$ cat config.mk
export PLATFORM = sky130hd
export DESIGN_NAME = prm_rowgen
export DESIGN_NICKNAME = d
export VERILOG_FILES = /design/src/rtl/prm_pkg.sv /design/src/rtl/prm_rowgen.sv
export SDC_FILE = /design/constraint.sdc
export NUM_CORES = 1
export LEC_CHECK = 0
export ABC_CLOCK_PERIOD_IN_PS = 8200
export BUFFER_PORTS_ARGS = -buffer_cell sky130_fd_sc_hd__buf_2
export CORE_ASPECT_RATIO = 0.75
export CORE_MARGIN = 3
export CORE_UTILIZATION = 48
export CTS_BUF_LIST = sky130_fd_sc_hd__clkbuf_4 sky130_fd_sc_hd__clkbuf_8 sky130_fd_sc_hd__clkbuf_16
export DETAILED_ROUTE_END_ITERATION = 8
export GPL_ROUTABILITY_DRIVEN = 0
export PLACE_DENSITY = 0.94
export SLEW_MARGIN = 5
export SYNTH_ARGS = -nofsm -noshare
export SYNTH_HDL_FRONTEND = slang
export SYNTH_SLANG_ARGS = --single-unit
$ cat constraint.sdc
create_clock -name clk_i -period 8.2 [get_ports clk_i]
set_input_delay 0.82 -clock clk_i [delete_from_list [all_inputs] [get_ports clk_i]]
set_output_delay 0.82 -clock clk_i [all_outputs]
set_load 0.03 [all_outputs]
$ cat src/rtl/prm_pkg.sv
// Package with the types, constants and index function of the pedigree relationship block.
package prm_pkg;

  localparam int MAX_ANIMALS = 64;
  localparam int FRAC_BITS   = 16;
  localparam int ID_W        = 7;
  localparam int VAL_W       = FRAC_BITS + 2;
  localparam int STORE_DEPTH = (MAX_ANIMALS * (MAX_ANIMALS + 1)) / 2;
  localparam int ADDR_W      = $clog2(STORE_DEPTH);

  localparam logic [VAL_W-1:0] FIXED_ONE = VAL_W'(1) << FRAC_BITS;

  typedef enum logic [1:0] {
    KIND_OFF,
    KIND_DIAG,
    KIND_ERR
  } kind_e;

  typedef struct packed {
    logic [ID_W-1:0] sire;
    logic [ID_W-1:0] dam;
  } in_t;

  typedef struct packed {
    logic [ID_W-1:0]  row;
    logic [ID_W-1:0]  col;
    logic [VAL_W-1:0] value;
    logic             last;
    logic             error;
  } out_t;

  typedef struct packed {
    logic              vld;
    kind_e             kind;
    logic [ID_W-1:0]   row;
    logic [ID_W-1:0]   col;
    logic              use_a;
    logic              use_b;
    logic [ADDR_W-1:0] waddr;
  } entry_t;

  function automatic logic [ADDR_W-1:0] tri_index(input logic [ID_W-1:0] a,
                                                  input logic [ID_W-1:0] b);
    logic [ID_W-1:0]   hi;
    logic [ID_W-1:0]   lo;
    logic [2*ID_W-1:0] prod;
    hi   = (a > b) ? a : b;
    lo   = (a > b) ? b : a;
    prod = {{ID_W{1'b0}}, hi} * {{ID_W{1'b0}}, ID_W'(hi - 1'b1)};
    return ADDR_W'(prod >> 1) + ADDR_W'(lo) - ADDR_W'(1);
  endfunction

endpackage

$ cat src/rtl/prm_rowgen.sv
// Combines the read relationships into one entry, writes it back and holds the output register.
module prm_rowgen import prm_pkg::*; (
  input  logic              clk_i,
  input  logic              rst_ni,
  input  entry_t            entry_i,
  input  logic [VAL_W-1:0]  rdata_a_i,
  input  logic [VAL_W-1:0]  rdata_b_i,
  output logic              adv_o,
  output logic              we_o,
  output logic [ADDR_W-1:0] waddr_o,
  output logic [VAL_W-1:0]  wdata_o,
  output logic              out_valid_o,
  input  logic              out_stall_i,
  output out_t              out_data_o
);

  logic             out_vld_q;
  out_t             out_q;
  out_t             out_d;
  logic [VAL_W-1:0] half_a;
  logic [VAL_W-1:0] half_b;
  logic [VAL_W-1:0] value;

  assign adv_o = !out_vld_q || !out_stall_i;

  assign half_a = entry_i.use_a ? (rdata_a_i >> 1) : '0;
  assign half_b = entry_i.use_b ? (rdata_b_i >> 1) : '0;

  always_comb begin
    out_d = '0;
    case (entry_i.kind)
      KIND_OFF:  value = half_a + half_b;
      KIND_DIAG: value = FIXED_ONE + half_a;
      default:   value = '0;
    endcase
    if (entry_i.kind == KIND_ERR) begin
      out_d.last  = 1'b1;
      out_d.error = 1'b1;
    end else begin
      out_d.row   = entry_i.row;
      out_d.col   = entry_i.col;
      out_d.value = value;
      out_d.last  = (entry_i.kind == KIND_DIAG);
    end
  end

  assign we_o    = adv_o && entry_i.vld && (entry_i.kind != KIND_ERR);
  assign waddr_o = entry_i.waddr;
  assign wdata_o = value;

  always_ff @(posedge clk_i or negedge rst_ni) begin
    if (!rst_ni) begin
      out_vld_q <= 1'b0;
    end else if (adv_o) begin
      out_vld_q <= entry_i.vld;
    end
  end

  always_ff @(posedge clk_i) begin
    if (adv_o && entry_i.vld) begin
      out_q <= out_d;
    end
  end

  assign out_valid_o = out_vld_q;
  assign out_data_o  = out_q;

endmodule

==> results by group <==
Status
  • Status: complete, no violations

Detailed routing
  • Final Routed Wirelength: 6.85 mm
  • DRC violations left: 0
  • Vias per cell: roughly 5.6
  • Drt first pass iters: 4
  • Via Count: about 2500
  • WL/cell: 15.5 um
  • Final antenna-violating net count: 0
  • Initial DRC Count: 190

Synthesis
  • Most common cell in the netlist: and2_1
  • Top cells by count, synth: and2_1, edfxtp_1, nor2_1
  • Yosys top cell area share: 38.1%
  • Cell variety after synth: between 40 and 50
  • Share of the yosys chip area belonging to registers: approximately 39%
  • Main synth FF type: edfxtp_1
  • Mapped cell area: approximately 2700 um2
  • Area leader, netlist: edfxtp_1
  • Yosys warns: 0
  • FFs w/ async S/R, synth: under 10%
  • Syn Area/Cell: 9.71 um2
  • Top cells by area in the synthesized netlist: edfxtp_1, and2_1, ha_1, a21oi_1, buf_4
  • Mapped Cells: around 280
  • Syn Nets: around 360
  • FF+latch count, synth: 35
  • Post-synth EDFFs: 34

Setup path
  • CP startpoint: entry_i[13]
  • Worst r2r path cells: 3
  • CP max stage delay: 0.40 ns
  • WS Path Type: in -> out
  • Nature of the critical path startpoint: primary input
  • Most frequent CP cell: buf_2
  • FF-to-FF setup slack: between 6 and 7 ns
  • Data required time of the critical path: between 7 and 8 ns
  • Reg2reg start: out_valid_o
  • Worst-path cell chain: buf_2, and2_1, ha_1, inv_1, fa_1, nand2b_1, a21o_1, a31oi_4, a31oi_1, o21a_1, a2111oi_2, buf_2
  • CP Data Arrival Time: between 3 and 4 ns
  • Slowest-stage cell, CP: fa_1
  • Reg2reg end: out_data_o[7]
  • Crit path to: wdata_o[16]
  • Crit path max-delay family: compound AO/OA/AOI/OAI gates
  • CP bufs+invs: 3
  • Levels on crit path: 12
  • Critical path capture point type: primary output
  • Crit-path max FO: 17

Timing
  • Max Freq: around 230 MHz
  • Tmin final: around 4.4 ns
  • Sum Neg Setup Slack: 0 ns
  • Worst-margin pin slew: around 1.1 ns
  • Layout Skew: between 0.003 and 0.004 ns
  • Fin. Hold Viols: 0
  • Crit share post-route: 53.1%
  • # setup viols final: 0
  • RSZ-0062 raised after global routing: false
  • Fin. max-slew vios: 0
  • Slew HR: around 24%

Placed design
  • Final HPWL DP: 5.24 mm
  • IO Port Bufs: 110
  • Area after DPL: between 3000 and 4000 um2

Final layout
  • Final instance area: 3270 um2
  • Syn-to-layout area delta: 22.2%
  • Diode count: 0
  • Nets: about 460
  • Layout cell share with drive strength beyond 1: between 30 and 40%

Global route
  • Vias in the first global route: 2281
  • GR Overflow Total: 0
  • Initial antenna violation count: 0
  • GRT Util Overall: about 20%
  • Pin count of the biggest net entering global routing: 35
  • First-pass GRT wire length: 10.6 mm

Clocking
  • Post-CTS Repair Setup Buffers: 0
  • Clock Tree Buf Depth: 2
  • TritonCTS clock tree: yes
  • TritonCTS Sinks: 35
  • Total CTS buffers: 5
  • CTS Root Cell: clkbuf_8
  • Clk_lat worst skew: around 0.27 ns
  • Clock-pin slew on the worst setup and hold paths: roughly 0.06 ns
  • Cts hold-fix bufs: 0
  • Post-CTS resize count: 0
  • H-tree depth: 2

Job
  • Max-cap viol count: 0

Floorplanning
  • Core region area: a little over 5000 um2
  • FP Rows: 22
  • Die area: about 6500 um2
  • Die Wd: about 92 um
  • Die height: approximately 71 um
  • Num ports: 137
  • Initial Utilization: 52.0%

Power and ir drop
  • Design Power: ~0.00048 W
  • P_leak: approximately 1.5 nW
  • Peak supply drop: 68.7 uV
  • PwrDens: between 100 and 150 nW/um2

Hold path
  • Hold WC Path Type: in -> async
## cells in the final DEF, fill, tap and decap left out, types with 3 or more instances in the layout
| cell | synthesis | routed |
|---|---|---|
| buf_2 | 0 | 110 |
| and2_1 | 47 | 47 |
| edfxtp_1 | 34 | 34 |
| nor2_1 | 24 | 24 |
| a21oi_1 | 21 | 21 |
| ha_1 | 17 | 17 |
| nand2_1 | 10 | 10 |
| inv_1 | 9 | 9 |
| a221o_1 | 8 | 8 |
| nand2b_1 | 6 | 6 |
| o31ai_1 | 6 | 6 |
| clkbuf_8 | 0 | 5 |
| a31oi_1 | 4 | 4 |
| a21o_1 | 4 | 4 |
| and3_1 | 4 | 4 |
| nand3_1 | 4 | 4 |
| xnor2_1 | 4 | 4 |
| nor3_1 | 4 | 4 |
| xor2_1 | 4 | 4 |
| a22o_1 | 4 | 4 |
| o21bai_1 | 3 | 3 |
| mux2i_1 | 3 | 3 |
## layer usage
metal  GRT usage, %  part of all wire, %  routed length, um  up-vias
met1           26.7                   43               2940     1116
li1               -                    -                  -     1198
met4           6.75                  1.9                130        0
met2           33.2                   45               3080      147
met5              0                    0                  0        -
met3           4.68                   10                697       17
## through the flow
| step | std cells | hold slack, ns | worst slack (ns) | utilization [%] |
|---|---|---|---|---|
| floorplan | 276 | 0.524 | 3.95 | - |
| global placement | 436 | 0.500 | 3.91 | 62.1 |
| detailed placement | 436 | 0.539 | 3.86 | 62.1 |
| CTS | 443 | 0.303 | 3.84 | 63.6 |
| global route | 443 | 0.304 | 3.61 | 63.6 |
| finish | 443 | 0.310 | 3.85 | 63.6 |
## power breakdown
part / internal [W] / leakage (nW) / switching, W
clock network: 0.0000564 / 0.0414 / 0.0000548
logic: 0.0000553 / 1.16 / 0.000103
registers: 0.000211 / 0.344 / 0.00000242
## how the worst min path moves through the flow
stage                             end  depth (start not counted)   startpoint
after floorplan           out_valid_o                          0       rst_ni
after global placement    out_valid_o                          2  out_valid_o
after detailed placement  out_valid_o                          2  out_valid_o
after CTS                 out_valid_o                          1       rst_ni
after global routing      out_valid_o                          1       rst_ni
final                     out_valid_o                          1       rst_ni
## layout make-up
type | instances | area, um2
fill | 444 | 1870
multi-input combinational | 209 | 1470
sequential | 35 | 1050
timing repair buffer | 111 | 558
tap | 72 | 90.1
clock buffer | 5 | 68.8
inverter | 9 | 33.8
clock inverter | 2 | 8.76
## kinds of logic after synthesis
group | share of synthesized area, %
AOI/OAI and AO/OA | 19.4
xor gates and xnor gates | 2.62
adders and majority gates | 8.69
buffers and inverters | 6.17
DFF | 39.0
muxes | 1.12
and+or+nand+nor | 22.9
## state kept, by name, summed over array words and instances, names as in the netlist
name	count
out_data_o	34
out_valid_o	1
Note: power is estimated with default switching activity, not from simulation.
