===== src/rtl/prm_pkg.sv =====
// Package with the types, constants and index function of the pedigree relationship block.
package prm_pkg;

  localparam int MAX_ANIMALS = 64;
  localparam int FRAC_BITS   = 16;
  localparam int ID_W        = 7;
  localparam int VAL_W       = FRAC_BITS + 2;
  localparam int STORE_DEPTH = (MAX_ANIMALS * (MAX_ANIMALS + 1)) / 2;
  localparam int ADDR_W      = $clog2(STORE_DEPTH);

  localparam logic [VAL_W-1:0] FIXED_ONE = VAL_W'(1) << FRAC_BITS;

  typedef enum logic [1:0] {
    KIND_OFF,
    KIND_DIAG,
    KIND_ERR
  } kind_e;

  typedef struct packed {
    logic [ID_W-1:0] sire;
    logic [ID_W-1:0] dam;
  } in_t;

  typedef struct packed {
    logic [ID_W-1:0]  row;
    logic [ID_W-1:0]  col;
    logic [VAL_W-1:0] value;
    logic             last;
    logic             error;
  } out_t;

  typedef struct packed {
    logic              vld;
    kind_e             kind;
    logic [ID_W-1:0]   row;
    logic [ID_W-1:0]   col;
    logic              use_a;
    logic              use_b;
    logic [ADDR_W-1:0] waddr;
  } entry_t;

  function automatic logic [ADDR_W-1:0] tri_index(input logic [ID_W-1:0] a,
                                                  input logic [ID_W-1:0] b);
    logic [ID_W-1:0]   hi;
    logic [ID_W-1:0]   lo;
    logic [2*ID_W-1:0] prod;
    hi   = (a > b) ? a : b;
    lo   = (a > b) ? b : a;
    prod = {{ID_W{1'b0}}, hi} * {{ID_W{1'b0}}, ID_W'(hi - 1'b1)};
    return ADDR_W'(prod >> 1) + ADDR_W'(lo) - ADDR_W'(1);
  endfunction

endpackage


===== src/rtl/prm_ctrl.sv =====
// Sequencer that accepts animals, checks them and issues store reads entry by entry.
module prm_ctrl import prm_pkg::*; (
  input  logic              clk_i,
  input  logic              rst_ni,
  input  logic              in_valid_i,
  output logic              in_stall_o,
  input  in_t               in_data_i,
  input  logic              adv_i,
  output logic              re_o,
  output logic [ADDR_W-1:0] raddr_a_o,
  output logic [ADDR_W-1:0] raddr_b_o,
  output entry_t            entry_o
);

  typedef enum logic {
    ST_IDLE,
    ST_RUN
  } state_e;

  state_e          state_q;
  logic [ID_W-1:0] count_q;
  logic [ID_W-1:0] n_q;
  logic [ID_W-1:0] s_q;
  logic [ID_W-1:0] d_q;
  logic [ID_W-1:0] j_q;
  entry_t          entry_q;
  entry_t          entry_d;

  logic   accept;
  logic   bad;
  logic   is_diag;
  logic   s_nz;
  logic   d_nz;
  entry_t issue;

  assign in_stall_o = (state_q != ST_IDLE) || entry_q.vld;
  assign accept     = in_valid_i && !in_stall_o;
  assign bad        = (count_q == ID_W'(MAX_ANIMALS)) || (in_data_i.sire > count_q) ||
                      (in_data_i.dam > count_q);

  assign is_diag = (j_q == n_q);
  assign s_nz    = (s_q != '0);
  assign d_nz    = (d_q != '0);
  assign re_o    = (state_q == ST_RUN) && adv_i;

  always_comb begin
    issue       = '0;
    issue.vld   = 1'b1;
    issue.row   = n_q;
    issue.col   = j_q;
    issue.waddr = tri_index(n_q, j_q);
    raddr_a_o   = '0;
    raddr_b_o   = '0;
    if (is_diag) begin
      issue.kind  = KIND_DIAG;
      issue.use_a = s_nz && d_nz;
      issue.use_b = 1'b0;
      if (s_nz && d_nz) begin
        raddr_a_o = tri_index(s_q, d_q);
      end
    end else begin
      issue.kind  = KIND_OFF;
      issue.use_a = s_nz;
      issue.use_b = d_nz;
      if (s_nz) begin
        raddr_a_o = tri_index(j_q, s_q);
      end
      if (d_nz) begin
        raddr_b_o = tri_index(j_q, d_q);
      end
    end
  end

  always_comb begin
    entry_d = entry_q;
    if (adv_i) begin
      entry_d     = issue;
      entry_d.vld = (state_q == ST_RUN);
    end
    if ((state_q == ST_IDLE) && accept && bad) begin
      entry_d      = '0;
      entry_d.vld  = 1'b1;
      entry_d.kind = KIND_ERR;
    end
  end

  assign entry_o = entry_q;

  always_ff @(posedge clk_i or negedge rst_ni) begin
    if (!rst_ni) begin
      state_q <= ST_IDLE;
      count_q <= '0;
      n_q     <= '0;
      s_q     <= '0;
      d_q     <= '0;
      j_q     <= '0;
      entry_q <= '0;
    end else begin
      entry_q <= entry_d;
      unique case (state_q)
        ST_IDLE: begin
          if (accept && !bad) begin
            count_q <= count_q + 1'b1;
            n_q     <= count_q + 1'b1;
            s_q     <= in_data_i.sire;
            d_q     <= in_data_i.dam;
            j_q     <= ID_W'(1);
            state_q <= ST_RUN;
          end
        end
        ST_RUN: begin
          if (adv_i) begin
            if (is_diag) begin
              state_q <= ST_IDLE;
            end else begin
              j_q <= j_q + 1'b1;
            end
          end
        end
        default: state_q <= ST_IDLE;
      endcase
    end
  end

endmodule


===== config.mk =====
export PLATFORM = sky130hd
export DESIGN_NAME = prm_ctrl
export DESIGN_NICKNAME = d
export VERILOG_FILES = /design/src/rtl/prm_pkg.sv /design/src/rtl/prm_ctrl.sv
export SDC_FILE = /design/constraint.sdc
export NUM_CORES = 1
export LEC_CHECK = 0
export BUFFER_PORTS_ARGS = -buffer_cell sky130_fd_sc_hd__buf_2
export CELL_PAD_IN_SITES_DETAIL_PLACEMENT = 1
export CELL_PAD_IN_SITES_GLOBAL_PLACEMENT = 2
export CORE_ASPECT_RATIO = 0.6
export CORE_MARGIN = 2
export CORE_UTILIZATION = 35
export CTS_BUF_LIST = sky130_fd_sc_hd__clkbuf_16
export CTS_CLUSTER_DIAMETER = 100
export DETAILED_ROUTE_END_ITERATION = 16
export HOLD_SLACK_MARGIN = 0.15
export PLACE_DENSITY_LB_ADDON = 0.1
export SKIP_LAST_GASP = 1
export SYNTH_ARGS = -nofsm -noshare
export SYNTH_HDL_FRONTEND = slang
export SYNTH_SLANG_ARGS = --single-unit

===== constraint.sdc =====
create_clock -name clk_i -period 31 [get_ports clk_i]
set_input_delay 9.3 -clock clk_i [delete_from_list [all_inputs] [get_ports clk_i]]
set_output_delay 9.3 -clock clk_i [all_outputs]
set_load 0.005 [all_outputs]

==> flow_metrics.env <==
export IMPL_worst_setup_path_start_kind="input port"
export IMPL_io_pins=75
export IMPL_initial_core_util_pct=35.6
export IMPL_synth_top_area_cell="ha_1"
export IMPL_dieArea_um2=38700
export IMPL_grtUsageTotal_pct=20.3
export IMPL_syn_cell_area_um2=13000
export IMPL_whs_path_depth=1
export IMPL_grt_max_degree=61
export IMPL_reg2reg_slack_ps=21560
export IMPL_die_height_um=153
export IMPL_fin_crit_ps=19490
export IMPL_ys_top_cells_by_count="263 x ha_1, 236 x inv_1, 212 x nor2_1, 96 x fa_1, 84 x a21oi_1"
export IMPL_syn_area_per_cell_um2=8.42
export IMPL_reg2reg_to="entry_o[11]"
export IMPL_layout_drive_gt1_share_pct=10.4
export IMPL_cts_max_level=3
export IMPL_rsz0062_at_grt="false"
export IMPL_first_iter_violations=441
export IMPL_endpoint_kind="primary output"
export IMPL_crit_required_ps=21700
export IMPL_grt_pass1_wl_um=62300
export IMPL_hold_viol=0
export IMPL_cts_buffer_depth=2
export IMPL_synthCells=1540
export IMPL_synth_async_reset_ratio_pct=100
export IMPL_r2r_cells=33
export IMPL_synthTopCellsByArea="ha_1 25%, fa_1 15%, dfrtp_1 12%"
export IMPL_synth_most_common_cell="ha_1"
export IMPL_holdPathEnd="entry_o[29]"
export IMPL_fillCellCount=4368
export IMPL_wl_met2_um=14900
export IMPL_nets=1990
export IMPL_setup_viol_count_final=0
export IMPL_setup_tns_ps=0
export IMPL_place_hpwl_um=31300
export IMPL_clockRootBuffer="clkbuf_16"
export IMPL_met1_length_um=21600
export IMPL_cts_hold_buffers=0
export IMPL_top_layer="met4"
export IMPL_portBuffers=74
export IMPL_met3WireLength_um=949
export IMPL_yosysUniqueCellTypes=73
export IMPL_die_w_um=252
export IMPL_wire_per_inst_um=18.0
export IMPL_totalWireLength_um=37700
export IMPL_synth_edf_count=0
export IMPL_synth_warnings=0
export IMPL_arrival_ps=10190
export IMPL_clk_pin_slew_ps=60
export IMPL_grt_antenna_before_repair=0
export IMPL_synth_top_cell_area_share_pct=25.4
export IMPL_crit_start="adv_i"
export IMPL_viasPerCell=5.13
export IMPL_clkSinkCount=60
export IMPL_relSlewSlack_pct=21.7
export IMPL_syn_to_final_growth_pct=10.1
export IMPL_place_gp_congestion=0.823
export IMPL_grt_overflow=0
export IMPL_cts_inserted_buffers=9
export IMPL_cts_resized=0
export IMPL_vias=10700
export IMPL_clock_skew_ps=11.0
export IMPL_ant_nets=0
export IMPL_syn_num_nets=1917
export IMPL_r2r_start="j_q[6]"
export IMPL_slew_viol_final=0
export IMPL_max_cap_viol_count=0
export IMPL_grt_pass1_vias=11200
export IMPL_row_count=54
export IMPL_clkLatencyLatePin_ps=350
export IMPL_fmax_mhz=51.3
export IMPL_ys_ff_latch=60
export IMPL_fp_coreArea_um2=36400
export IMPL_ys_seq_area_share_pct=11.6
export IMPL_post_cts_buffers=0
export IMPL_cp_max_fo=35
export IMPL_crit_type="in -> out"
export IMPL_finalCritPeriodShare_pct=62.9
export IMPL_antenna_cells=0
export IMPL_min_path_type="reg -> reg"
export IMPL_holdCritStartpoint="entry_o[29]"
export IMPL_synth_flop_cell="dfrtp_1"
export IMPL_cts_tree="yes"
export IMPL_drtPass1Iterations=5
export IMPL_tightest_slew_ps=1170
export IMPL_status="complete, no violations"
export IMPL_drc=0
kinds of logic after synthesis:
family / count (synthesis) / synth area share [%]
AO/OA/AOI/OAI: 244 / 12.3
XOR/XNOR: 82 / 5.65
adder cells (fa/ha/maj): 359 / 40.2
buffers and inverters: 276 / 8.14
AND/OR/NAND/NOR: 454 / 16.4
multiplexers: 65 / 5.68
flip-flops: 60 / 11.6
area by class of cell:
cell class,count,area [um2],share of cell area (%)
Multi-Input combinational cell,1204,10400,73.1
Sequential cell,60,1500,10.5
Inverter,246,923,6.47
Tap cell,476,596,4.17
Timing Repair Buffer,92,505,3.54
Clock buffer,9,225,1.58
Clock inverter,7,92.6,0.649
cell usage in the layout, fill, tap and decap left out, types with 8 or more instances in the layout:
cell type	Yosys	layout
buf_2	4	74
nor2_1	212	212
o22ai_1	9	9
ha_1	263	263
o21a_1	13	13
xor2_1	21	21
dfrtp_1	60	60
nand2_1	64	64
a21oi_1	84	83
fa_1	96	96
o21bai_1	12	10
or2_2	14	14
nand3_1	29	29
buf_4	0	18
inv_2	9	9
clkbuf_16	0	9
or2_1	16	16
nand2b_1	17	17
mux2i_2	9	9
o21ai_0	36	36
and2_1	8	8
inv_1	236	238
and3_1	8	8
nor3_1	21	21
xnor2_1	60	60
nand4_1	14	14
mux2i_1	50	50
nor2b_1	26	26
a21o_1	20	20
state kept, by name, indices dropped and copies added (netlist names):
signal and count:
j_q 7, s_q 7, entry_o 31, d_q 7, state_q 1, n_q 7
per-stage QoR:
step                util [%]  cell area, um2  setup WS [ps]  hold WS [ps]  instances
floorplan                  -           13000          12010           478       1540
global placement        38.3           14000          11530           466       2078
detailed placement      38.3           14000          11510           470       2078
CTS                     39.2           14300          11510           486       2094
global route            39.2           14300          11350           526       2094
finish                  39.2           14300          11510           478       2094
per-layer routing:
metal / global-route usage, % / up-vias
met3: 2.20 / 20
li1: - / 5286
met1: 33.3 / 5327
met4: 2.37 / 0
met5: 0 / -
met2: 28.7 / 104
worst max-delay path by stage:
stage | to | slack [ps] | cells past startpoint
after global routing | raddr_a_o[11] | 11350 | 34
after detailed placement | re_o | 11510 | 4
after floorplan | re_o | 12010 | 2
final | re_o | 11510 | 4
after CTS | re_o | 11510 | 4
after global placement | re_o | 11530 | 4
critical path: stages:
cell,delay [ps]
buf_2,80
buf_4,410
and2_1,250
buf_2,130
Power is not shown: default switching activity piles up to over one toggle a cycle in this logic, so the estimate is an artifact.
